$ cat src/rtl/mtc_master_generator_unit_defines.svh
// Assertion macros shared by the MIDI time code generator RTL.
`ifndef MTC_MASTER_GENERATOR_UNIT_DEFINES_SVH
`define MTC_MASTER_GENERATOR_UNIT_DEFINES_SVH

// Checks that the antecedent implies the consequent in the same cycle.
`define MTC_ASSERT_SAME(name, ante, cons, msg) \
    name: assert property (@(posedge clk) disable iff (!rst_n) (ante) |-> (cons)) \
        else $error(msg);

// Checks that the antecedent implies the consequent in the next cycle.
`define MTC_ASSERT_NEXT(name, ante, cons, msg) \
    name: assert property (@(posedge clk) disable iff (!rst_n) (ante) |=> (cons)) \
        else $error(msg);

`endif

$ cat src/rtl/mtc_pkg.sv
// Package with the codes, byte constants and types of the MIDI time code generator.
`timescale 1ns / 1ps

package mtc_pkg;

    // Command codes carried in the operation field.
    typedef enum logic [2:0] {
        OP_TICK     = 3'd0,
        OP_START    = 3'd1,
        OP_STOP     = 3'd2,
        OP_CONTINUE = 3'd3,
        OP_LOCATE   = 3'd4
    } op_t;

    // Pending transport event.
    typedef enum logic [2:0] {
        EV_NONE     = 3'd0,
        EV_START    = 3'd1,
        EV_STOP     = 3'd2,
        EV_CONTINUE = 3'd3,
        EV_LOCATE   = 3'd4
    } event_t;

    // Output byte sequencer state.
    typedef enum logic [1:0] {
        BURST_IDLE,
        BURST_QF,
        BURST_FULL
    } burst_state_t;

    // MIDI bytes.
    localparam logic [7:0] QF_STATUS        = 8'hF1;
    localparam logic [7:0] SYSEX_START      = 8'hF0;
    localparam logic [7:0] SYSEX_END        = 8'hF7;
    localparam logic [7:0] SYSEX_REALTIME   = 8'h7F;
    localparam logic [7:0] SYSEX_ALL_DEV    = 8'h7F;
    localparam logic [7:0] SUB_ID_MTC       = 8'h01;
    localparam logic [7:0] SUB_ID_FULL      = 8'h01;
    localparam logic [2:0] SMPTE_24FPS_BITS = 3'b000;

    // Byte positions inside a burst.
    localparam logic [3:0] QF_LAST_IDX   = 4'd1;
    localparam logic [3:0] FULL_LAST_IDX = 4'd9;

    // Time base limits.
    localparam logic [5:0] FRAMES_PER_SEC = 6'd24;
    localparam logic [6:0] SECS_PER_MIN   = 7'd60;
    localparam logic [6:0] MINS_PER_HOUR  = 7'd60;
    localparam logic [5:0] HOURS_PER_DAY  = 6'd24;
    localparam logic [2:0] QF_LAST_PIECE  = 3'd7;

endpackage

$ cat src/rtl/mtc_if.sv
// Handshake interfaces for the command input and the MIDI byte output.
`timescale 1ns / 1ps

interface mtc_cmd_if;
    logic       valid;
    logic       ready;
    logic [2:0] operation;
    logic [4:0] loc_hours;
    logic [5:0] loc_minutes;
    logic [5:0] loc_seconds;
    logic [4:0] loc_frames;

    modport source (output valid, operation, loc_hours, loc_minutes, loc_seconds,
                    loc_frames, input ready);
    modport sink (input valid, operation, loc_hours, loc_minutes, loc_seconds,
                  loc_frames, output ready);
endinterface

interface mtc_byte_if;
    logic       valid;
    logic       ready;
    logic [7:0] out_byte;
    logic       last_byte;

    modport source (output valid, out_byte, last_byte, input ready);
    modport sink (input valid, out_byte, last_byte, output ready);
endinterface

$ cat src/rtl/mtc_master_generator_unit.sv
// MIDI time code master generator: command decode, playhead and byte sequencer.
//
// Takes one command transaction at a time (tick, start, stop, continue, locate)
// and updates the transport state in the cycle it is accepted. A tick that
// transmits loads a burst register: two bytes for a quarter frame, ten bytes
// for a full-frame SysEx after a locate. The burst register drives the output
// one byte per cycle while tx.ready is high, stalling when it is low; commands
// that transmit nothing load no burst. The next command is accepted in the
// same cycle as the final byte of the current burst, so the byte sequencer
// alone sets the rate. The master_mode register resets to 1 and is written
// through cfg_we / cfg_wdata.
`timescale 1ns / 1ps
`include "mtc_master_generator_unit_defines.svh"

module mtc_master_generator_unit
    import mtc_pkg::*;
(
    input  logic              clk,
    input  logic              rst_n,
    input  logic              cfg_we,
    input  logic              cfg_wdata,
    mtc_cmd_if.sink           cmd,
    mtc_byte_if.source        tx
);

    // Transport state.
    logic         master_mode_reg;
    event_t       pending_reg, pending_next;
    logic [4:0]   head_hours_reg, head_hours_next;
    logic [5:0]   head_minutes_reg, head_minutes_next;
    logic [5:0]   head_seconds_reg, head_seconds_next;
    logic [4:0]   head_frames_reg, head_frames_next;
    logic [2:0]   quarter_reg, quarter_next;

    // Burst sequencer and its captured payload.
    burst_state_t burst_reg, burst_next;
    logic [3:0]   idx_reg, idx_next;
    logic [7:0]   qf_byte_reg;
    logic [4:0]   snap_hours_reg;
    logic [5:0]   snap_minutes_reg;
    logic [5:0]   snap_seconds_reg;
    logic [4:0]   snap_frames_reg;

    logic         cmd_fire;
    logic         tx_fire;
    logic         start_qf;
    logic         start_full;
    logic [7:0]   qf_byte;

    // Effective playhead for a quarter frame (cleared by a pending start).
    logic [4:0]   eff_hours;
    logic [5:0]   eff_minutes;
    logic [5:0]   eff_seconds;
    logic [4:0]   eff_frames;
    logic [3:0]   qf_nibble;

    // Two-frame advance with carries.
    logic [5:0]   adv_f;
    logic         carry_s;
    logic [6:0]   adv_s;
    logic         carry_m;
    logic [6:0]   adv_m;
    logic         carry_h;
    logic [5:0]   adv_h;
    logic [4:0]   new_frames;
    logic [5:0]   new_seconds;
    logic [5:0]   new_minutes;
    logic [4:0]   new_hours;

    // Handshakes: a new command enters once the burst is done or finishing.
    assign tx_fire   = tx.valid && tx.ready;
    assign cmd.ready = (burst_reg == BURST_IDLE) || (tx_fire && tx.last_byte);
    assign cmd_fire  = cmd.valid && cmd.ready;

    // Playhead seen by a quarter frame.
    always_comb
    begin
        if (pending_reg == EV_START)
        begin
            eff_hours   = '0;
            eff_minutes = '0;
            eff_seconds = '0;
            eff_frames  = '0;
        end
        else
        begin
            eff_hours   = head_hours_reg;
            eff_minutes = head_minutes_reg;
            eff_seconds = head_seconds_reg;
            eff_frames  = head_frames_reg;
        end
    end

    // Nibble for the current quarter-frame piece.
    always_comb
    begin
        case (quarter_reg)
            3'd0:    qf_nibble = eff_frames[3:0];
            3'd1:    qf_nibble = {3'b000, eff_frames[4]};
            3'd2:    qf_nibble = eff_seconds[3:0];
            3'd3:    qf_nibble = {2'b00, eff_seconds[5:4]};
            3'd4:    qf_nibble = eff_minutes[3:0];
            3'd5:    qf_nibble = {2'b00, eff_minutes[5:4]};
            3'd6:    qf_nibble = eff_hours[3:0];
            default: qf_nibble = {SMPTE_24FPS_BITS, eff_hours[4]};
        endcase
    end

    assign qf_byte = {1'b0, quarter_reg, qf_nibble};

    // Advance by two frames, each unit carrying at most one into the next.
    always_comb
    begin
        adv_f       = {1'b0, eff_frames} + 6'd2;
        carry_s     = (adv_f >= FRAMES_PER_SEC);
        new_frames  = carry_s ? 5'(adv_f - FRAMES_PER_SEC) : adv_f[4:0];
        adv_s       = {1'b0, eff_seconds} + {6'd0, carry_s};
        carry_m     = (adv_s >= SECS_PER_MIN);
        new_seconds = carry_m ? 6'(adv_s - SECS_PER_MIN) : adv_s[5:0];
        adv_m       = {1'b0, eff_minutes} + {6'd0, carry_m};
        carry_h     = (adv_m >= MINS_PER_HOUR);
        new_minutes = carry_h ? 6'(adv_m - MINS_PER_HOUR) : adv_m[5:0];
        adv_h       = {1'b0, eff_hours} + {5'd0, carry_h};
        new_hours   = (adv_h >= HOURS_PER_DAY) ? 5'(adv_h - HOURS_PER_DAY) : adv_h[4:0];
    end

    // Command decode and transport state update.
    always_comb
    begin
        pending_next      = pending_reg;
        head_hours_next   = head_hours_reg;
        head_minutes_next = head_minutes_reg;
        head_seconds_next = head_seconds_reg;
        head_frames_next  = head_frames_reg;
        quarter_next      = quarter_reg;
        start_qf          = 1'b0;
        start_full        = 1'b0;
        if (cmd_fire)
        begin
            case (cmd.operation)
                OP_START:    pending_next = EV_START;
                OP_STOP:     pending_next = EV_STOP;
                OP_CONTINUE: pending_next = EV_CONTINUE;
                OP_LOCATE:
                begin
                    head_hours_next   = cmd.loc_hours;
                    head_minutes_next = cmd.loc_minutes;
                    head_seconds_next = cmd.loc_seconds;
                    head_frames_next  = cmd.loc_frames;
                    if (master_mode_reg)
                    begin
                        pending_next = EV_LOCATE;
                    end
                end
                OP_TICK:
                begin
                    if (master_mode_reg)
                    begin
                        if (pending_reg == EV_LOCATE)
                        begin
                            start_full   = 1'b1;
                            pending_next = EV_STOP;
                        end
                        else if (pending_reg != EV_STOP)
                        begin
                            start_qf     = 1'b1;
                            quarter_next = quarter_reg + 3'd1;
                            if (pending_reg == EV_START)
                            begin
                                pending_next = EV_CONTINUE;
                            end
                            if (quarter_reg == QF_LAST_PIECE)
                            begin
                                head_hours_next   = new_hours;
                                head_minutes_next = new_minutes;
                                head_seconds_next = new_seconds;
                                head_frames_next  = new_frames;
                            end
                            else
                            begin
                                head_hours_next   = eff_hours;
                                head_minutes_next = eff_minutes;
                                head_seconds_next = eff_seconds;
                                head_frames_next  = eff_frames;
                            end
                        end
                    end
                end
                default: ;
            endcase
        end
    end

    // Burst sequencer next state.
    always_comb
    begin
        burst_next = burst_reg;
        idx_next   = idx_reg;
        if (tx_fire)
        begin
            if (tx.last_byte)
            begin
                burst_next = BURST_IDLE;
                idx_next   = '0;
            end
            else
            begin
                idx_next = idx_reg + 4'd1;
            end
        end
        if (start_full)
        begin
            burst_next = BURST_FULL;
            idx_next   = '0;
        end
        else if (start_qf)
        begin
            burst_next = BURST_QF;
            idx_next   = '0;
        end
    end

    // Burst sequencer outputs.
    always_comb
    begin
        tx.valid     = 1'b0;
        tx.last_byte = 1'b0;
        tx.out_byte  = QF_STATUS;
        case (burst_reg)
            BURST_QF:
            begin
                tx.valid     = 1'b1;
                tx.last_byte = (idx_reg == QF_LAST_IDX);
                tx.out_byte  = (idx_reg == QF_LAST_IDX) ? qf_byte_reg : QF_STATUS;
            end
            BURST_FULL:
            begin
                tx.valid     = 1'b1;
                tx.last_byte = (idx_reg == FULL_LAST_IDX);
                case (idx_reg)
                    4'd0:    tx.out_byte = SYSEX_START;
                    4'd1:    tx.out_byte = SYSEX_REALTIME;
                    4'd2:    tx.out_byte = SYSEX_ALL_DEV;
                    4'd3:    tx.out_byte = SUB_ID_MTC;
                    4'd4:    tx.out_byte = SUB_ID_FULL;
                    4'd5:    tx.out_byte = {SMPTE_24FPS_BITS, snap_hours_reg};
                    4'd6:    tx.out_byte = {2'b00, snap_minutes_reg};
                    4'd7:    tx.out_byte = {2'b00, snap_seconds_reg};
                    4'd8:    tx.out_byte = {3'b000, snap_frames_reg};
                    default: tx.out_byte = SYSEX_END;
                endcase
            end
            default: ;
        endcase
    end

    // Control and transport registers.
    always_ff @(posedge clk or negedge rst_n)
    begin
        if (!rst_n)
        begin
            master_mode_reg  <= 1'b1;
            pending_reg      <= EV_NONE;
            head_hours_reg   <= '0;
            head_minutes_reg <= '0;
            head_seconds_reg <= '0;
            head_frames_reg  <= '0;
            quarter_reg      <= '0;
            burst_reg        <= BURST_IDLE;
            idx_reg          <= '0;
        end
        else
        begin
            if (cfg_we)
            begin
                master_mode_reg <= cfg_wdata;
            end
            pending_reg      <= pending_next;
            head_hours_reg   <= head_hours_next;
            head_minutes_reg <= head_minutes_next;
            head_seconds_reg <= head_seconds_next;
            head_frames_reg  <= head_frames_next;
            quarter_reg      <= quarter_next;
            burst_reg        <= burst_next;
            idx_reg          <= idx_next;
        end
    end

    // Burst payload captured when a burst starts.
    always_ff @(posedge clk)
    begin
        if (start_qf)
        begin
            qf_byte_reg <= qf_byte;
        end
        if (start_full)
        begin
            snap_hours_reg   <= head_hours_reg;
            snap_minutes_reg <= head_minutes_reg;
            snap_seconds_reg <= head_seconds_reg;
            snap_frames_reg  <= head_frames_reg;
        end
    end

    // A full-frame tick leaves the transport stopped and the sequencer busy.
    `MTC_ASSERT_NEXT(a_full_then_stop, start_full, (pending_reg == EV_STOP) && (burst_reg == BURST_FULL) && (idx_reg == 4'd0), "full frame did not start or stop transport")

    // The quarter index has already moved past the piece being sent.
    `MTC_ASSERT_SAME(a_qf_piece_index, burst_reg == BURST_QF, qf_byte_reg[6:4] + 3'd1 == quarter_reg, "quarter index out of step with sent piece")

    // The byte index stays inside the burst length.
    `MTC_ASSERT_SAME(a_idx_bound, burst_reg != BURST_IDLE, ((burst_reg == BURST_QF) && (idx_reg <= QF_LAST_IDX)) || ((burst_reg == BURST_FULL) && (idx_reg <= FULL_LAST_IDX)), "burst index beyond burst length")

    // After the final byte is taken the sequencer is idle or on a new burst.
    `MTC_ASSERT_NEXT(a_last_ends_burst, tx_fire && tx.last_byte, (burst_reg == BURST_IDLE) || (idx_reg == 4'd0), "burst did not end after final byte")

endmodule
$ cat src/flat_wrapper.sv
// flat-port wrapper written by rule: the top's interface ports become plain ports
module mtc_master_generator_unit_flat import mtc_pkg::*;
  (clk, rst_n, cfg_we, cfg_wdata, cmd_valid, cmd_operation, cmd_loc_hours, cmd_loc_minutes, cmd_loc_seconds, cmd_loc_frames, cmd_ready, tx_valid, tx_out_byte, tx_last_byte, tx_ready);
  mtc_cmd_if cmd_i ();
  mtc_byte_if tx_i ();
  input  logic clk;
  input  logic rst_n;
  input  logic cfg_we;
  input  logic cfg_wdata;
  input wire logic [$bits(cmd_i.valid)-1:0] cmd_valid;
  input wire logic [$bits(cmd_i.operation)-1:0] cmd_operation;
  input wire logic [$bits(cmd_i.loc_hours)-1:0] cmd_loc_hours;
  input wire logic [$bits(cmd_i.loc_minutes)-1:0] cmd_loc_minutes;
  input wire logic [$bits(cmd_i.loc_seconds)-1:0] cmd_loc_seconds;
  input wire logic [$bits(cmd_i.loc_frames)-1:0] cmd_loc_frames;
  output wire logic [$bits(cmd_i.ready)-1:0] cmd_ready;
  output wire logic [$bits(tx_i.valid)-1:0] tx_valid;
  output wire logic [$bits(tx_i.out_byte)-1:0] tx_out_byte;
  output wire logic [$bits(tx_i.last_byte)-1:0] tx_last_byte;
  input wire logic [$bits(tx_i.ready)-1:0] tx_ready;
  assign cmd_i.valid = cmd_valid;
  assign cmd_i.operation = cmd_operation;
  assign cmd_i.loc_hours = cmd_loc_hours;
  assign cmd_i.loc_minutes = cmd_loc_minutes;
  assign cmd_i.loc_seconds = cmd_loc_seconds;
  assign cmd_i.loc_frames = cmd_loc_frames;
  assign cmd_ready = cmd_i.ready;
  assign tx_valid = tx_i.valid;
  assign tx_out_byte = tx_i.out_byte;
  assign tx_last_byte = tx_i.last_byte;
  assign tx_i.ready = tx_ready;
  mtc_master_generator_unit u_core (.clk(clk), .rst_n(rst_n), .cfg_we(cfg_we), .cfg_wdata(cfg_wdata), .cmd(cmd_i), .tx(tx_i));
endmodule
$ cat config.mk
export PLATFORM = sky130hd
export DESIGN_NAME = mtc_master_generator_unit_flat
export DESIGN_NICKNAME = d
export VERILOG_FILES = /design/src/rtl/mtc_pkg.sv /design/src/rtl/mtc_if.sv /design/src/rtl/mtc_master_generator_unit.sv /design/src/flat_wrapper.sv
export VERILOG_INCLUDE_DIRS = /design/src /design/src/rtl
export SDC_FILE = /design/constraint.sdc
export NUM_CORES = 1
export LEC_CHECK = 0
export ABC_AREA = 1
export BUFFER_PORTS_ARGS = -buffer_cell sky130_fd_sc_hd__buf_2
export CORE_ASPECT_RATIO = 0.6
export CORE_MARGIN = 4
export CORE_UTILIZATION = 55
export DETAILED_ROUTE_END_ITERATION = 10
export GPL_TIMING_DRIVEN = 0
export PLACE_DENSITY_LB_ADDON = 0.25
export SYNTH_ARGS = -nofsm -noshare
export SYNTH_HDL_FRONTEND = slang
export SYNTH_SLANG_ARGS = --single-unit
$ cat constraint.sdc
create_clock -name clk -period 5.6 [get_ports clk]
set_input_delay 1.12 -clock clk [delete_from_list [all_inputs] [get_ports clk]]
set_output_delay 1.12 -clock clk [all_outputs]
set_load 0.01 [all_outputs]
# == Word level (Yosys, flattened, before mapping) ==
# Cells that the tools add are included.
# Widths: inputs -> output; s select.
# totals
n_memories,0
ram_bits,0
elab_cells,136
regBits,64
out_inout_bits,11
mem_bits_ro,0
input_bits,31
latchBits,0
# op_classes
eq_ne,31
reduce_logical,19
bitwise_logic,1
div,0
shifts,0
muxes,57
order_cmp,4
mul,0
addsub,10
# op_table
op,n
$mux 6,12
$mux 5,12
$pmux 8 s7,1
$pmux 4 s7,1
$pmux 6 s2,2
$pmux 5 s2,2
$eq 3x3->1 const B,6
$eq 4x3->1 const B,4
$mux 4,4
$pmux 8 s2,1
$mux 3,5
$pmux 3 s5,1
$add 6x1->7,2
$ge 7x6->1 const B,2
$eq 3x2->1 const B,4
$ge 6x5->1 const B,2
$sub 6x6->6 const B,2
$mux 1,10
$reduce_and 5->1,2
$sub 5x5->5 const B,2
$eq 3x1->1 const B,3
$eq 4x2->1 const B,2
$eq 4x4->1 const B,2
$mux 2,4
other kinds (25),34

# == Longest topological paths before layout ==
# logic_depth
word_depth,16
mapped_depth,44
mapped_depth_nobuf,43

# == Least setup slack after synthesis ==
# OpenSTA, ideal clock, no wires.
# synth_timing
path_kind,register -> register
startpoint,reg u_core.pending_reg[2]
endpoint,reg u_core.head_hours_reg[4]
required_ns,5.524
n_path_buf,2
slack_ns,0.922
stages_incl_launch_ff,40
setup_ns,0.076
period_less_slack_ns,4.678
arrival_time_ns,4.601
path_cell_list,dfrtp_1 -> inv_1 -> nand3_2 -> buf_2 -> buf_1 -> nand2_1 -> nand2_1 -> nand2_1 -> inv_1 -> ha_1 -> ha_1 -> inv_1 -> nand2_1 -> nand2_1 -> inv_1 -> ha_1 -> nand3_1 -> o21ai_0 -> (+4 left out) -> nand3_1 -> nand2_1 -> inv_1 -> ha_1 -> inv_1 -> nor3_1 -> nand3_1 -> nand2_1 -> nand2_1 -> nand2_1 -> ha_1 -> ha_1 -> nand3_1 -> o21ai_0 -> nand3_1 -> a21oi_1 -> a21oi_1 -> o21ai_1
# synth_between
elab_chain_len,16
word_cells_on_any_way,25
classes_between,5 x add/sub; 4 x order compare; 5 x eq/ne; 10 x mux; 1 x reduce/logical
# synth_lines
element,line,rtl
start: declaration,mtc_master_generator_unit.sv:28,"event_t pending_reg, pending_next;"
start signal: assignment,mtc_master_generator_unit.sv:278,pending_reg <= pending_next;
$eq 3x1->1,mtc_master_generator_unit.sv:78,if (pending_reg == EV_START)
$mux 5,mtc_master_generator_unit.sv:78,
$add 5x2->6,mtc_master_generator_unit.sv:114,"adv_f = {1'b0, eff_frames} + 6'd2;"
$ge 6x5->1,mtc_master_generator_unit.sv:115,carry_s = (adv_f >= FRAMES_PER_SEC);
$add 6x1->7,mtc_master_generator_unit.sv:117,"adv_s = {1'b0, eff_seconds} + {6'd0, carry_s};"
$ge 7x6->1,mtc_master_generator_unit.sv:118,carry_m = (adv_s >= SECS_PER_MIN);
$add 6x1->7,mtc_master_generator_unit.sv:120,"adv_m = {1'b0, eff_minutes} + {6'd0, carry_m};"
$ge 7x6->1,mtc_master_generator_unit.sv:121,carry_h = (adv_m >= MINS_PER_HOUR);
$add 5x1->6,mtc_master_generator_unit.sv:123,"adv_h = {1'b0, eff_hours} + {5'd0, carry_h};"
$sub 5x5->5 or $ge 6x5->1 (tied branches),mtc_master_generator_unit.sv:124,new_hours = (adv_h >= HOURS_PER_DAY) ? 5'(adv_h - HOURS_PER_DAY) : adv_h[4:0];
$mux 5,mtc_master_generator_unit.sv:124,
$mux 5,mtc_master_generator_unit.sv:172,if (quarter_reg == QF_LAST_PIECE)
$mux 5,mtc_master_generator_unit.sv:164,else if (pending_reg != EV_STOP)
$mux 5,mtc_master_generator_unit.sv:159,if (pending_reg == EV_LOCATE)
$mux 5,mtc_master_generator_unit.sv:157,if (master_mode_reg)
$pmux 5 s2,mtc_master_generator_unit.sv:140,case (cmd.operation)
end signal: assignment,mtc_master_generator_unit.sv:279,head_hours_reg <= head_hours_next;
end: declaration,mtc_master_generator_unit.sv:29,"logic [4:0] head_hours_reg, head_hours_next;"
# Several ways; a longest one is shown, not always the timed one. The select of a mux whose other input is x is not followed.
# A chain may end at the register's enable or synchronous reset.

# == Worst setup path after layout ==
# layout_timing
startpoint,reg u_core.pending_reg[0]
endpoint,reg u_core.head_hours_reg[4]
# The elaborated chain is that of the path after synthesis.

==> flow_summary.toml <==
[timing]
min_period_ns = 5.206
finalSetupViolCount = 0
maxSlewHeadroom_pct = 43.41
worst_slack_ns = 0.3939
fmaxAchievable_mhz = 192.1
worst_slew_pin_slew_ns = 0.8489
maxSlewViolCount = 0
fin_worst_skew_ns = 0.006868
fin_crit_sh_pct = 92.97
finalHoldViolations = 0
setup_tns_ns = 0

[status]
status = "finished clean"

[route]
vias = 4080
drc_errors = 0
dr.pass1.iters = 6
top_layer_used = "met4"
wl_per_cell_um = 17.93
first_iter_violations = 382
wl_met1_um = 5508
dr_wl_met2_um = 5290
wl_um = 12530
wl_met3_um = 1551
antenna_left = 0
avgViaCountPerCell = 5.837

[yosys]
synth_cell_types = 51
avgSynthCellArea_sq_um = 7.992
synth_top_area_cell = "edfxtp_1"
ys_seq_elements = 64
synth_area_leaders = "edfxtp_1 (20%), dfrtp_1 (20%), nand2_1 (11%)"
ys_async_sr_fraction_pct = 54.69
syn_area_sq_um = 4268
synth_edf_count = 29
ys.flop_type = "dfrtp_1"
seq_area_frac_synth_pct = 40.96
netlist.area_leader.share_pct = 20.40
ys_warn_count = 0
synth_cells = 534
synth_fp_nets = 586

[flow_run]
maxCapViolations = 0

[cts]
clkSinkCount = 64
cts_tree = "built"
clkLatencyLatePin_ns = 0.34
cts_made_buffers = 9
clockBufferDepth = 2
htreeDepth = 3
cts_hold_buf = 0
root_buffer = "clkbuf_16"
clk_pin_slew_ns = 0.06

[worst_setup_path]
critPathKind = "reg -> reg"
critPathSlowestCell = "dfrtp_1"
end_kind = "register"
crit_buf_inv = 8
cpPeakStageDelay_ns = 0.43
path_max_fanout = 10
crit_family = "simple AND/OR/NAND/NOR gates"
crit_top_cell = "nand2_1"
critPathRequiredTime_ns = 5.86
critPathLaunchType = "register"
cp.arrival_ns = 5.47
rrSetupSlack_ns = 0.39

[placement]
io_buffer_count = 41
dp_slack_ns = -0.2465
dpl_cell_area_sq_um = 4637
place_congestion = 0.9675
dp.final_hpwl_um = 9308

[floorplan]
core_sq_um = 7387
rows = 24
pin_count = 42
initial_utilization_pct = 57.77
die-area_sq_um = 9279
die_x_um = 121.7
die_h_um = 76.24

[grt]
antenna_found_initial = 0
overflow = 0
grt_pass1_wl_um = 19660
grt_pass1_vias = 3826
grt_max_degree = 36
grt_util_all_layers_pct = 27.55

[min_path]
hp-class = "reg -> reg"

[cells_and_area]
stdcell_area_sq_um = 5034
layout_commonest_cell = "nand2_1"
fin_nets = 642
register_area_sq_um = 1748
antennaDiodeCount = 0
fillers = 622
largest_reg_flops = 7
final_cell_mix = "nand2_1 (118), inv_1 (73), buf_2 (41), nand3_1 (39), a21oi_1 (37)"
multi_input_area_sq_um = 2182
areaGrowthSynthToFinish_pct = 17.94
drive_above_1_share_pct = 19.66

[power_and_ir_drop]
power_density_nw_per_um2 = 265.4
p_leak_nw = 2.379
ir_drop_mv = 0.1746
## synth_stat cells, types with 2 or more instances
master and number:
a2bb2oi_2 2, o21a_1 7, inv_2 4, inv_1 76, nand4_1 10, o211ai_1 7
nand2_1 123, o31ai_1 3, nand2_2 6, a21oi_1 38, o32ai_1 2, a22oi_1 2
a21oi_2 2, edfxtp_1 29, a32o_1 2, nand3_2 2, a211oi_1 2, buf_6 5
nand2_4 2, or2_2 3, ha_1 21, dfrtp_1 34, nor3_1 4, nor2_2 3
o22ai_1 5, xor2_1 6, clkbuf_1 8, nor2_4 2, a21boi_1 2, nor2_1 26
nand3_1 40, o21ai_1 4, a221o_1 2, a221oi_1 3, o21ai_0 30, o221ai_1 2
## repair_timing
| action | 4_1_cts | 5_1_grt |
|---|---|---|
| resized for setup | 3 | 24 |
| setup endpoints to repair | 3 | 5 |
| buffers inserted | 0 | 3 |
| pin swaps | 0 | 7 |
## stage by stage
step                std cells  power, mW  hold WS (ns)  utilization (%)
floorplan                 534     0.6999        0.4249                -
global placement          679     0.7603        0.4679            62.31
detailed placement        680     0.7692        0.4681            62.77
CTS                       696      1.333        0.4855            66.84
global route              699      1.394        0.5028            68.14
finish                    699      1.336        0.4909            68.14
## metal layers
layer / track usage [%] / vias to the layer above
met4: 7.718 / 0
met1: 40.75 / 1901
met2: 39.12 / 233
met3: 8.086 / 28
met5: 0 / -
li1: - / 1918
## power by group
| part | switching (mW) | total [mW] | internal [mW] | leakage (nW) |
|---|---|---|---|---|
| logic | 0.154 | 0.240 | 0.0860 | 1.53 |
| registers | 0.0240 | 0.533 | 0.509 | 0.708 |
| clock network | 0.219 | 0.563 | 0.344 | 0.139 |
| total | 0.397 | 1.34 | 0.939 | 2.38 |
## kinds of logic after synthesis
kind of cell,share of synthesized area (%)
AND/OR/NAND/NOR,24.13
AO/OA/AOI/OAI,17.68
buffers and inverters,9.645
flip-flops,40.96
adder cells (fa/ha/maj),6.157
XOR/XNOR,1.437
## path summary, 6_finish.rpt
kind                                               start                        end  depth (start not counted)
worst max-delay path               u_core.pending_reg[0]   u_core.head_hours_reg[4]                         41
worst min register to register  u_core.head_hours_reg[0]   u_core.snap_hours_reg[0]                          0
worst max register to register     u_core.pending_reg[0]   u_core.head_hours_reg[4]                         41
worst min-delay path            u_core.head_hours_reg[0]   u_core.snap_hours_reg[0]                          0
max in group asynchronous                          rst_n   u_core.head_hours_reg[2]                          1
min in group asynchronous                          rst_n  u_core.head_frames_reg[1]                          1
## layout make-up
class | count | area share, %
multi-input cells | 373 | 43.35
flip-flops and latches | 64 | 34.73
clock buffers | 9 | 4.474
plain buffers | 16 | 2.237
repair buffers | 45 | 5.071
well taps | 104 | 2.585
clock inverters | 7 | 1.417
inverters | 81 | 6.140
(Power assumes the default switching activity.)
